File: config.mk
export PLATFORM = sky130hd
export DESIGN_NAME = proximity_wave_gesture_classifier
export DESIGN_NICKNAME = d
export VERILOG_FILES = /design/src/rtl/pwgc_pkg.sv /design/src/rtl/proximity_wave_gesture_classifier.sv
export SDC_FILE = /design/constraint.sdc
export NUM_CORES = 1
export LEC_CHECK = 0
export ABC_AREA = 1
export BUFFER_PORTS_ARGS = -buffer_cell sky130_fd_sc_hd__clkbuf_2
export CORE_ASPECT_RATIO = 1.25
export CORE_MARGIN = 5
export CORE_UTILIZATION = 45
export CTS_CLUSTER_DIAMETER = 200
export DETAILED_ROUTE_END_ITERATION = 12
export SYNTH_ARGS = -nofsm -noshare
export SYNTH_HDL_FRONTEND = slang
export SYNTH_SLANG_ARGS = --single-unit
File: constraint.sdc
create_clock -name clk -period 3.6 [get_ports clk]
set_input_delay 0 -clock clk [delete_from_list [all_inputs] [get_ports clk]]
set_output_delay 0 -clock clk [all_outputs]
set_load 0.01 [all_outputs]
File: src/rtl/pwgc_pkg.sv
// Shared types, codes and helpers for the proximity wave gesture classifier.
// No dependencies.
package pwgc_pkg;

  localparam int DIST_W  = 16;
  localparam int TIME_W  = 32;
  localparam int CNT_W   = 8;
  localparam int GEST_W  = 3;
  localparam int CFG_W   = 16;
  localparam int CFG_IDX_W = 3;

  // gesture codes
  localparam logic [GEST_W-1:0] G_NONE        = 3'd0;
  localparam logic [GEST_W-1:0] G_WAVE        = 3'd1;
  localparam logic [GEST_W-1:0] G_HOLDING     = 3'd2;
  localparam logic [GEST_W-1:0] G_HOLD        = 3'd3;
  localparam logic [GEST_W-1:0] G_NEAR_TO_FAR = 3'd4;
  localparam logic [GEST_W-1:0] G_FAR_TO_NEAR = 3'd5;

  // register indexes
  localparam logic [CFG_IDX_W-1:0] REG_RANGE_LOW      = 3'd0;
  localparam logic [CFG_IDX_W-1:0] REG_RANGE_HIGH     = 3'd1;
  localparam logic [CFG_IDX_W-1:0] REG_DEBOUNCE_MS    = 3'd2;
  localparam logic [CFG_IDX_W-1:0] REG_REPEAT_WIN_MS  = 3'd3;
  localparam logic [CFG_IDX_W-1:0] REG_HOLD_STEP_MS   = 3'd4;
  localparam logic [CFG_IDX_W-1:0] REG_RELEASE_MS     = 3'd5;
  localparam logic [CFG_IDX_W-1:0] REG_STEP_TOLERANCE = 3'd6;

  localparam logic [CFG_W-1:0] RELEASE_MS_RESET = 16'd500;
  localparam logic [CNT_W-1:0] CNT_MAX = '1;

  typedef struct packed {
    logic [DIST_W-1:0] distance;
    logic [TIME_W-1:0] time_ms;
  } in_beat_t;

  typedef struct packed {
    logic [GEST_W-1:0] gesture;
    logic [CNT_W-1:0]  count;
    logic [DIST_W-1:0] from_distance;
    logic [DIST_W-1:0] to_distance;
    logic              event_res;
  } out_beat_t;

  // signed wrapping difference now - then exceeds limit; negative never does
  function automatic logic elapsed_over(input logic [TIME_W-1:0] now,
                                        input logic [TIME_W-1:0] then_t,
                                        input logic [CFG_W-1:0]  limit);
    logic [TIME_W-1:0] d;
    d = now - then_t;
    return !d[TIME_W-1] && (d > {{(TIME_W-CFG_W){1'b0}}, limit});
  endfunction

  function automatic logic [CNT_W-1:0] sat_inc(input logic [CNT_W-1:0] c);
    return (c == CNT_MAX) ? CNT_MAX : c + 1'b1;
  endfunction

endpackage

File: src/rtl/proximity_wave_gesture_classifier.sv
// Top level of the proximity wave gesture classifier: classifier state,
// single-pass update logic and a two-deep output buffer. Uses pwgc_pkg.
//
// Usage: each input beat is one distance sample with its millisecond
// timestamp, and yields exactly one result beat (gesture none included).
// A beat is accepted at any edge where in_valid is high and in_stall low;
// one sample can be taken every cycle while in_stall stays low. The whole
// classification (window test, debounce, wave and hold counting, release
// judgement) is one short pass of compares and 32-bit subtracts between
// the input handshake and the result register. Results sit in an output
// register backed by a skid register: a sample is still accepted while one
// result waits, and in_stall rises only when both are full. Configuration
// writes through cfg_we/cfg_index/cfg_data take effect at the next edge
// and should be made while the block is idle; indexes beyond the register
// list are ignored.
module proximity_wave_gesture_classifier (
  input  logic                                clk,
  input  logic                                rst_n,
  input  logic                                in_valid,
  output logic                                in_stall,
  input  pwgc_pkg::in_beat_t                  in_data,
  output logic                                out_valid,
  input  logic                                out_stall,
  output pwgc_pkg::out_beat_t                 out_data,
  input  logic                                cfg_we,
  input  logic [pwgc_pkg::CFG_IDX_W-1:0]      cfg_index,
  input  logic [pwgc_pkg::CFG_W-1:0]          cfg_data
);

  // configuration registers
  logic [pwgc_pkg::CFG_W-1:0] range_low_r, range_high_r, debounce_ms_r;
  logic [pwgc_pkg::CFG_W-1:0] repeat_win_r, hold_step_r, release_ms_r, step_tol_r;

  // classifier state
  logic                        inside_valid_r, inside_valid_nxt;
  logic [pwgc_pkg::TIME_W-1:0] enter_time_r, enter_time_nxt;
  logic [pwgc_pkg::TIME_W-1:0] leave_time_r, leave_time_nxt;
  logic [pwgc_pkg::TIME_W-1:0] last_hold_r, last_hold_nxt;
  logic [pwgc_pkg::CNT_W-1:0]  wave_count_r, wave_count_nxt;
  logic [pwgc_pkg::CNT_W-1:0]  hold_count_r, hold_count_nxt;
  logic [pwgc_pkg::DIST_W-1:0] enter_dist_r, enter_dist_nxt;
  logic [pwgc_pkg::DIST_W-1:0] hold_start_r, hold_start_nxt;
  logic [pwgc_pkg::DIST_W-1:0] hold_end_r, hold_end_nxt;

  // output buffer
  logic                out_valid_r, skid_valid_r;
  pwgc_pkg::out_beat_t out_data_r, skid_data_r;
  pwgc_pkg::out_beat_t res;

  logic in_acc, out_acc;

  assign in_stall  = skid_valid_r;
  assign in_acc    = in_valid && !skid_valid_r;
  assign out_valid = out_valid_r;
  assign out_data  = out_data_r;
  assign out_acc   = out_valid_r && !out_stall;

  // ---------------------------------------------------------------------
  // Configuration
  // ---------------------------------------------------------------------
  always_ff @(posedge clk) begin
    if (!rst_n) begin
      range_low_r   <= '0;
      range_high_r  <= '0;
      debounce_ms_r <= '0;
      repeat_win_r  <= '0;
      hold_step_r   <= '0;
      release_ms_r  <= pwgc_pkg::RELEASE_MS_RESET;
      step_tol_r    <= '0;
    end else if (cfg_we) begin
      unique case (cfg_index)
        pwgc_pkg::REG_RANGE_LOW:      range_low_r   <= cfg_data;
        pwgc_pkg::REG_RANGE_HIGH:     range_high_r  <= cfg_data;
        pwgc_pkg::REG_DEBOUNCE_MS:    debounce_ms_r <= cfg_data;
        pwgc_pkg::REG_REPEAT_WIN_MS:  repeat_win_r  <= cfg_data;
        pwgc_pkg::REG_HOLD_STEP_MS:   hold_step_r   <= cfg_data;
        pwgc_pkg::REG_RELEASE_MS:     release_ms_r  <= cfg_data;
        pwgc_pkg::REG_STEP_TOLERANCE: step_tol_r    <= cfg_data;
        default: ;
      endcase
    end
  end

  // ---------------------------------------------------------------------
  // Classification of one sample
  // ---------------------------------------------------------------------
  logic [pwgc_pkg::DIST_W-1:0] samp_dist, lo, hi;
  logic [pwgc_pkg::TIME_W-1:0] now;
  logic                        outside;
  logic [pwgc_pkg::CNT_W-1:0]  wave_upd, hold_inc;
  logic signed [pwgc_pkg::DIST_W:0] travel;
  logic [pwgc_pkg::DIST_W:0]   travel_mag;

  always_comb begin
    samp_dist = in_data.distance;
    now       = in_data.time_ms;
    // window is between the smaller and larger bound, whichever register holds it
    lo = (range_low_r < range_high_r) ? range_low_r : range_high_r;
    hi = (range_low_r < range_high_r) ? range_high_r : range_low_r;
    outside = (samp_dist > hi) || (samp_dist < lo);

    inside_valid_nxt = inside_valid_r;
    enter_time_nxt   = enter_time_r;
    leave_time_nxt   = leave_time_r;
    last_hold_nxt    = last_hold_r;
    wave_count_nxt   = wave_count_r;
    hold_count_nxt   = hold_count_r;
    enter_dist_nxt   = enter_dist_r;
    hold_start_nxt   = hold_start_r;
    hold_end_nxt     = hold_end_r;

    res = '0;

    travel     = $signed({1'b0, hold_end_r}) - $signed({1'b0, hold_start_r});
    travel_mag = travel[pwgc_pkg::DIST_W] ? 17'(-travel) : 17'(travel);
    hold_inc   = pwgc_pkg::sat_inc(hold_count_r);
    wave_upd   = wave_count_r;

    if (outside) begin
      // debounced leave: extend the wave train or start a new one
      if (inside_valid_r && pwgc_pkg::elapsed_over(now, enter_time_r, debounce_ms_r)) begin
        if (pwgc_pkg::elapsed_over(now, leave_time_r, repeat_win_r))
          wave_upd = 8'd1;
        else
          wave_upd = pwgc_pkg::sat_inc(wave_count_r);
        leave_time_nxt   = now;
        inside_valid_nxt = 1'b0;
      end
      wave_count_nxt = wave_upd;
      // release: report the finished gesture, holds take priority
      if (pwgc_pkg::elapsed_over(now, enter_time_r, release_ms_r)) begin
        if (hold_count_r != '0) begin
          res.count         = hold_count_r;
          res.from_distance = hold_start_r;
          res.to_distance   = hold_end_r;
          if (travel_mag > {1'b0, step_tol_r})
            res.gesture = travel[pwgc_pkg::DIST_W] ? pwgc_pkg::G_FAR_TO_NEAR
                                                   : pwgc_pkg::G_NEAR_TO_FAR;
          else
            res.gesture = pwgc_pkg::G_HOLD;
        end else if (wave_upd != '0) begin
          res.gesture       = pwgc_pkg::G_WAVE;
          res.count         = wave_upd;
          res.from_distance = enter_dist_r;
          res.to_distance   = samp_dist;
        end
        wave_count_nxt   = '0;
        hold_count_nxt   = '0;
        inside_valid_nxt = 1'b0;
      end
    end else if (pwgc_pkg::elapsed_over(now, leave_time_r, debounce_ms_r)) begin
      if (!inside_valid_r) begin
        // debounced enter
        inside_valid_nxt = 1'b1;
        enter_time_nxt   = now;
        last_hold_nxt    = now;
        enter_dist_nxt   = samp_dist;
      end else if (pwgc_pkg::elapsed_over(now, last_hold_r, hold_step_r)) begin
        // another hold period gone: holding step
        hold_count_nxt = hold_inc;
        if (hold_count_r == '0)
          hold_start_nxt = samp_dist;
        hold_end_nxt  = samp_dist;
        last_hold_nxt = now;
        res.gesture       = pwgc_pkg::G_HOLDING;
        res.count         = hold_inc;
        res.from_distance = (hold_count_r == '0) ? samp_dist : hold_start_r;
        res.to_distance   = samp_dist;
      end
      leave_time_nxt = now;
    end

    res.event_res = (res.gesture != pwgc_pkg::G_NONE);
  end

  always_ff @(posedge clk) begin
    if (!rst_n) begin
      inside_valid_r <= 1'b0;
      enter_time_r   <= '0;
      leave_time_r   <= '0;
      last_hold_r    <= '0;
      wave_count_r   <= '0;
      hold_count_r   <= '0;
      enter_dist_r   <= '0;
      hold_start_r   <= '0;
      hold_end_r     <= '0;
    end else if (in_acc) begin
      inside_valid_r <= inside_valid_nxt;
      enter_time_r   <= enter_time_nxt;
      leave_time_r   <= leave_time_nxt;
      last_hold_r    <= last_hold_nxt;
      wave_count_r   <= wave_count_nxt;
      hold_count_r   <= hold_count_nxt;
      enter_dist_r   <= enter_dist_nxt;
      hold_start_r   <= hold_start_nxt;
      hold_end_r     <= hold_end_nxt;
    end
  end

  // ---------------------------------------------------------------------
  // Output register with skid stage
  // ---------------------------------------------------------------------
  always_ff @(posedge clk) begin
    if (!rst_n) begin
      out_valid_r  <= 1'b0;
      skid_valid_r <= 1'b0;
    end else begin
      if (!out_valid_r || out_acc) begin
        // main register free this edge: skid drains first, else new beat
        if (skid_valid_r) begin
          out_valid_r  <= 1'b1;
          skid_valid_r <= 1'b0;
        end else begin
          out_valid_r <= in_acc;
        end
      end else if (in_acc) begin
        skid_valid_r <= 1'b1;
      end
    end
  end

  always_ff @(posedge clk) begin
    if (!out_valid_r || out_acc) begin
      if (skid_valid_r)
        out_data_r <= skid_data_r;
      else if (in_acc)
        out_data_r <= res;
    end
    if (in_acc && out_valid_r && !out_acc)
      skid_data_r <= res;
  end

  // ---------------------------------------------------------------------
  // Assertions
  // ---------------------------------------------------------------------
  a_skid_behind_main: assert property (@(posedge clk) disable iff (!rst_n)
    skid_valid_r |-> out_valid_r)
    else $error("skid holds a beat while output register is empty");

  a_none_is_zero: assert property (@(posedge clk) disable iff (!rst_n)
    out_valid_r && out_data_r.gesture == pwgc_pkg::G_NONE |->
      out_data_r.count == '0 && out_data_r.from_distance == '0 &&
      out_data_r.to_distance == '0 && !out_data_r.event_res)
    else $error("no-gesture result carries non-zero fields");

  a_event_flag: assert property (@(posedge clk) disable iff (!rst_n)
    out_valid_r |-> out_data_r.event_res == (out_data_r.gesture != pwgc_pkg::G_NONE))
    else $error("event flag disagrees with gesture code");

  a_stalled_beat_to_skid: assert property (@(posedge clk) disable iff (!rst_n)
    out_valid_r && out_stall && in_acc |=> skid_valid_r)
    else $error("beat accepted behind stalled output was lost");

  a_hold_count_nonzero: assert property (@(posedge clk) disable iff (!rst_n)
    out_valid_r && out_data_r.gesture == pwgc_pkg::G_HOLDING |-> out_data_r.count != '0)
    else $error("holding step with zero count");

endmodule
==> results_dict.tcl, run 1 <==
set metrics [dict create \
    nets 5014 \
    status "complete, but fails checks" \
    min_to "release_ms_r[4]" \
    ios 118 \
    rows 99 \
    htree_levels 2 \
    dr.pass1.iters 8 \
    cp_slowest_cell "nor4_4" \
    crit_required_ns 4.13 \
    rsz0062_at_grt "yes" \
    drive_gt1_frac 0.334 \
    rr_startpoint "last_hold_r[10]" \
    drt-initial-drc-count 1806 \
    p_per_area_nw_per_um2 445 \
    skew_ns 0.0238 \
    viasPerCell 5.25 \
    routabilityCongestion 0.924 \
    power.total_mw 17.4 \
    fin_crit_ns 4.27 \
    cpMostUsedCell "a21oi_1" \
    mostFrequentLayoutCell "nand2_1" \
    cp_top_family "simple AND/OR/NAND/NOR gates" \
    synth-seq-cells 363 \
    cts_buffers 43 \
    swShare 0.385 \
    clk_pin_slew_worst_paths_ns 0.06 \
    worst_hold_slack_ns 0.0584 \
    cts_sinks 363 \
    clkLatencyLatePin_ns 0.59 \
    cts.path.max_buffers 3 \
    syn_area_per_cell_sq_um 6.68 \
    p_clk_frac 0.263 \
    start_kind "flip-flop" \
    worstHoldPathCells 6 \
    cts_tree "built" \
    cap_violations 0 \
    hold_start "cfg_index[1]" \
    drt-total-wl_microns 98000 \
    p_int_mw 10.7 \
    pwr-share-comb 0.474 \
    synth_cell_types 56 \
    grt_remaining_overflow 0 \
    setup_viol 249 \
    peakVddDrop_mv 0.445 \
    route.detailed.drc 0 \
    dpl_worst_slack_ns -1.04 \
    crit_fanout 6 \
    routedWlPerCell_microns 17.9 \
    critPathBufInv 6 \
    grt_usage 0.269 \
    slowest_delay_ns 0.36 \
    arrival_ns 4.80 \
    pwr-share-seq 0.262 \
    ys_warn_count 0 \
    port_buffers 117 \
    fin_tns_setup_ns -125.76 \
    cp-end-kind "flip-flop" \
    async_flop_share 0 \
    hold_path.class "in2reg" \
    relSlewSlack 0.0595 \
    hold_viol_final 0 \
    grt_max_degree 155 \
    grt_pass1_wl_microns 137000 \
    yosysSeqAreaShare 0.310 \
    critPathKind "reg2reg" \
    r2r-end "last_hold_r[24]" \
    finalMaxSlewViolations 0 \
    fp.dieW_microns 226 \
    antenna_found_initial 1 \
    synthToLayoutAreaGrowth_pct 48.7 \
    fp.coreArea_sq_um 58100 \
    cts-root-buf "clkbuf_16" \
    fin_ws_ns -0.671 \
    synth_edf_count 88 \
    violations "negative setup slack" \
    nFillCells 4772 \
    register_area_sq_um 8180 \
    dpl.hpwl_microns 65300 \
    multi_input_area_sq_um 19100 \
    ys.flop_type "dfxtp_1" \
    die-area_sq_um 63300 \
    rr_worst_depth 27 \
    die_y_microns 280 \
    fmax_ghz 0.234 \
    start_util 0.452 \
    p_leak_nw 18.3 \
    insertedDiodeCount 0 \
    syn_nets 4261 \
    switchingPower_mw 6.69 \
    worst_pin_slew_ns 1.41 \
    fin_crit_sh 1.19 \
    netlist_area_sq_um 26300 \
    r2r_slack_ns -0.67 \
    utilization 0.672 \
    layout_common_cells "nand2_1 (823), inv_1 (550), buf_4 (529)" \
    first_global_vias 26600 \
    vias 28700 \
    synthCells 3930 \
    ant_nets 0 \
]
==> synth_stat cells, types with 8 or more instances <==
master | count | area (sq um)
nand2_1 | 1053 | 3950
inv_1 | 598 | 2240
a21oi_1 | 435 | 2180
o21ai_0 | 313 | 1570
nor2_1 | 293 | 1100
dfxtp_1 | 275 | 5510
ha_1 | 255 | 3190
nand3_1 | 135 | 676
clkbuf_1 | 90 | 338
edfxtp_1 | 88 | 2640
nand2_2 | 67 | 419
xor2_1 | 66 | 578
nand4_1 | 37 | 231
xnor2_1 | 23 | 201
nor3_1 | 21 | 105
buf_2 | 20 | 100
inv_2 | 16 | 60.1
nor2_2 | 14 | 87.6
nand3b_1 | 12 | 90.1
o211ai_1 | 9 | 67.6
nor4_1 | 8 | 50.1
o21a_1 | 8 | 60.1
==> power groups by stage <==
stage	combinational, mW	sequential, mW	clock [mW]
4_1_cts	6.69	4.55	4.63
3_5_place_dp	6.10	4.63	0
2_1_floorplan	3.51	4.64	0
6_report	8.24	4.56	4.58
3_3_place_gp	6.03	4.62	0
5_1_grt	8.91	4.58	4.80
==> per-layer routing <==
layer,vias up,GRT usage,routed length [microns]
met4,0,0.142,7710
met3,408,0.0308,4790
met2,968,0.507,50200
met5,-,0,0
li1,14200,-,-
met1,13200,0.292,35200
==> worst max-delay path by stage <==
stage	startpoint	endpoint	slack, ns	depth (start not counted)
after floorplan	hold_end_r[0]	out_data[0]	-0.18	29
after global placement	in_data[6]	out_data[17]	-1.0	30
after detailed placement	in_data[6]	out_data[17]	-1.04	30
after CTS	last_hold_r[10]	last_hold_r[9]	-0.55	27
after global routing	last_hold_r[10]	last_hold_r[24]	-0.94	27
final	last_hold_r[10]	last_hold_r[24]	-0.67	27
==> sequential cells by signal (all words and copies together), names as in the netlist, 32 cells and up <==
register,flops
enter_time_r,32
last_hold_r,32
leave_time_r,32
out_data,44
skid_data_r,44
==> worst reg2reg max path: stages (launching register included) <==
cell and delay (ns):
dfxtp_2 0.32, inv_2 0.04, ha_4 0.30, nand2_4 0.07
nor4_4 0.36, a21oi_2 0.11, o21ai_1 0.17, xor2_1 0.28
ha_1 0.30, buf_4 0.13, a21oi_1 0.13, nand2_1 0.07
a21oi_1 0.14, nand2_1 0.08, o21ai_2 0.08, nand2_2 0.09
nor2_4 0.12, nand4_1 0.09, nor2_1 0.09, nand3_1 0.11
nand2_4 0.14, inv_4 0.06, o21ai_4 0.27, buf_12 0.19
buf_4 0.14, clkbuf_16 0.14, o21ai_1 0.06, a21oi_1 0.13
==> per-stage QoR <==
step / cells / area [sq um]
floorplan: 3930 / 26400
finish: 5475 / 39100
CTS: 5394 / 35100
global placement: 5209 / 31600
detailed placement: 5209 / 31600
global route: 5475 / 39100
==> kinds of logic (layout without fill, tap and decap cells) <==
kind of cell,count (synthesis),count (layout),synth area share
AOI/OAI and AO/OA,815,815,0.162
xor gates and xnor gates,89,89,0.0297
adders and majority gates,259,259,0.125
buffers and inverters,734,1521,0.107
DFF,363,363,0.310
and+or+nand+nor,1670,1671,0.267
==> area by class of cell <==
class | count | share of cell area
clock buffers | 53 | 0.0307
inverters | 619 | 0.0602
well taps | 757 | 0.0243
clock inverters | 27 | 0.00692
flip-flops and latches | 363 | 0.209
repair buffers | 822 | 0.180
multi-input cells | 2834 | 0.488
==> what timing repair did <==
item,4_1_cts,5_1_grt
cloned,3,32
resized for setup,222,728
endpoints found under the hold margin,254,0
setup endpoints to repair,249,249
setup buffers,26,65
pin swaps,71,247
hold buffers,78,0
Note: power is estimated with default switching activity, not from simulation.
==> inputs of run 2 (changes only) <==
Settings changed: ABC_AREA 1 to default.
==> results_dict.tcl, run 2 <==
set metrics [dict create \
    drive_gt1_frac 0.296 \
    vias 26600 \
    synth_cell_types 99 \
    clk_pin_slew_worst_paths_ns 0.06 \
    ant_nets 0 \
    grt_usage 0.285 \
    finalMaxSlewViolations 0 \
    synth_edf_count 88 \
    crit_path_start "last_hold_r[8]" \
    peakVddDrop_mv 0.423 \
    rows 99 \
    insertedDiodeCount 0 \
    netlist_area_sq_um 26300 \
    dr.pass1.iters 5 \
    yosysSeqAreaShare 0.310 \
    hold_viol_final 0 \
    critPathCapture "out_data[32]" \
    synth_commonest_cells "nand2_1 (427), dfxtp_1 (275), inv_1 (257), ha_1 (255), a21oi_1 (194)" \
    fin_ws_ns -1.57 \
    antenna_found_initial 0 \
    viasPerCell 5.57 \
    nets 4325 \
    rsz0062_at_grt "yes" \
    layout_common_cells "buf_4 (710), nand2_1 (418), dfxtp_1 (255)" \
    cts_sinks 363 \
    relSlewSlack 0.208 \
    die-area_sq_um 63500 \
    dpl_worst_slack_ns -1.76 \
    async_flop_share 0 \
    hold_path.class "in2reg" \
    start_util 0.452 \
    instances_no_fill 4782 \
    cts_buffers 42 \
    yosys.area.top_type "dfxtp_1" \
    start_kind "flip-flop" \
    nFillCells 5040 \
    synthToLayoutAreaGrowth_pct 39.8 \
    synthCells 3142 \
    cts.path.max_buffers 3 \
    fin_tns_setup_ns -311.54 \
    crit_required_ns 3.93 \
    rr_worst_depth 25 \
    synth-seq-cells 363 \
    clkLatencyLatePin_ns 0.59 \
    fp.dieW_microns 226 \
    drt-initial-drc-count 1498 \
    r2r_slack_ns -1.57 \
    synth.most_common_cell "nand2_1" \
    fmax_ghz 0.194 \
    p_per_area_nw_per_um2 351 \
    cts_tree "built" \
    cts-root-buf "clkbuf_16" \
    crit_fanout 7 \
    routedWlPerCell_microns 19.7 \
    p_leak_nw 15.5 \
    grt_max_degree 109 \
    fin_crit_ns 5.17 \
    mostFrequentLayoutCell "buf_4" \
    grt_pass1_wl_microns 145000 \
    setup_viol 249 \
    yosys.area.top_type_share 0.209 \
    syn_nets 3473 \
    violations "negative setup slack" \
    grt_remaining_overflow 0 \
    skew_ns 0.0248 \
    rr_startpoint "last_hold_r[8]" \
    syn_area_per_cell_sq_um 8.38 \
    htree_levels 2 \
    cp-end-kind "flip-flop" \
    status "complete, but fails checks" \
    synth_area_leaders "dfxtp_1 (21%), ha_1 (12%), edfxtp_1 (10%)" \
    die_y_microns 280 \
    route.detailed.drc 0 \
    routabilityCongestion 0.959 \
    critPathKind "reg2reg" \
    port_buffers 117 \
    drt-total-wl_microns 94000 \
    first_global_vias 27200 \
    worst_pin_slew_ns 1.18 \
    cap_violations 0 \
    utilization 0.632 \
    place_inst 4576 \
    ys.flop_type "dfxtp_1" \
    dpl.hpwl_microns 69500 \
    ios 118 \
    r2r-end "out_data[32]" \
    arrival_ns 5.50 \
    fp.coreArea_sq_um 58200 \
    fin_crit_sh 1.44 \
    ys_warn_count 0 \
]
## run 2: changes by cell type after synthesis, moves of 50 or more
cell / before / now
a21boi_0: 3 / 115
a21o_1: 2 / 52
a21oi_1: 435 / 194
inv_1: 598 / 257
mux2i_1: 0 / 164
nand2_1: 1053 / 427
nand2_2: 67 / 1
nand3_1: 135 / 46
nor2_1: 293 / 151
nor2b_1: 0 / 178
o21ai_0: 313 / 111
## run 2: where the power goes
group / internal, mW / switching, mW / total (mW)
Combinational: 1.95 / 2.10 / 4.05
Clock: 2.64 / 1.85 / 4.49
Sequential: 4.29 / 0.0665 / 4.36
Total: 8.88 / 4.01 / 12.9
## run 2: cell type report
type                    count  area, sq um  share of cell area
clock buffers              59         1170              0.0319
flip-flops and latches    363         8170               0.222
multi-input cells        2379        17700               0.482
repair buffers            951         7570               0.206
inverters                 257          965              0.0262
well taps                 757          947              0.0257
clock inverters            16          226             0.00616
## run 2: metrics by stage
| stage | power (mW) | hold WS (ns) | area, sq um |
|---|---|---|---|
| global route | 13.5 | 0.0369 | 36800 |
| finish | 12.9 | 0.0295 | 36800 |
| CTS | 12.8 | 0.00840 | 36300 |
| detailed placement | 8.04 | 0.366 | 33100 |
| global placement | 7.94 | 0.348 | 33100 |
| floorplan | 6.38 | 0.137 | 26900 |
## run 2: layer usage
layer,part of all wire,GRT usage,wire length (microns),vias to the layer above
li1,-,-,-,12900
met2,0.51,0.527,47700,734
met4,0.058,0.142,5480,0
met3,0.041,0.0317,3830,263
met5,0,0,0,-
met1,0.39,0.321,37100,12700
## run 2: timing repair
item | CTS | global route
setup endpoints to repair | 249 | 249
gates resized for setup | 128 | 89
cloned | 12 | 1
endpoints found under the hold margin | 307 | 0
hold buffers | 68 | 0
buffers inserted | 39 | 13
pin swaps | 69 | 69
## run 2: kinds of logic after synthesis
family                     Yosys count  synth area share
AOI/OAI and AO/OA                  827             0.220
xor gates and xnor gates            84            0.0280
adders and majority gates          259             0.124
buffers and inverters              403            0.0610
DFF                                363             0.310
muxes                              172            0.0658
and+or+nand+nor                   1034             0.191
## run 2: worst min path at each step
stage	depth (start not counted)	endpoint	slack (ns)	from
finish	4	enter_time_r[20]	0.03	in_data[20]
global route	4	leave_time_r[20]	0.04	in_data[20]
floorplan	2	range_high_r[10]	0.14	cfg_data[10]
CTS	4	enter_time_r[20]	0.008	in_data[20]
global placement	3	last_hold_r[25]	0.35	in_data[25]
detailed placement	3	last_hold_r[25]	0.37	in_data[25]
## run 2: critical path: stages, from the launching register on
cell and delay [ns]:
dfxtp_1 0.33, inv_1 0.05, ha_1 0.31, o21ai_0 0.19, nor3_4 0.22, o31ai_4 0.12
buf_4 0.14, buf_4 0.14, a21oi_4 0.18, nand3_2 0.10, nand2_2 0.08, xor2_1 0.07
ha_1 0.29, nand4_1 0.12, or4_4 0.46, buf_4 0.15, nor2_1 0.11, o211ai_1 0.18
nor4_2 0.30, nor4b_4 0.23, buf_4 0.19, a211oi_4 0.09, a21oi_2 0.24, nor3_4 0.10
clkbuf_16 0.21, a221o_1 0.32
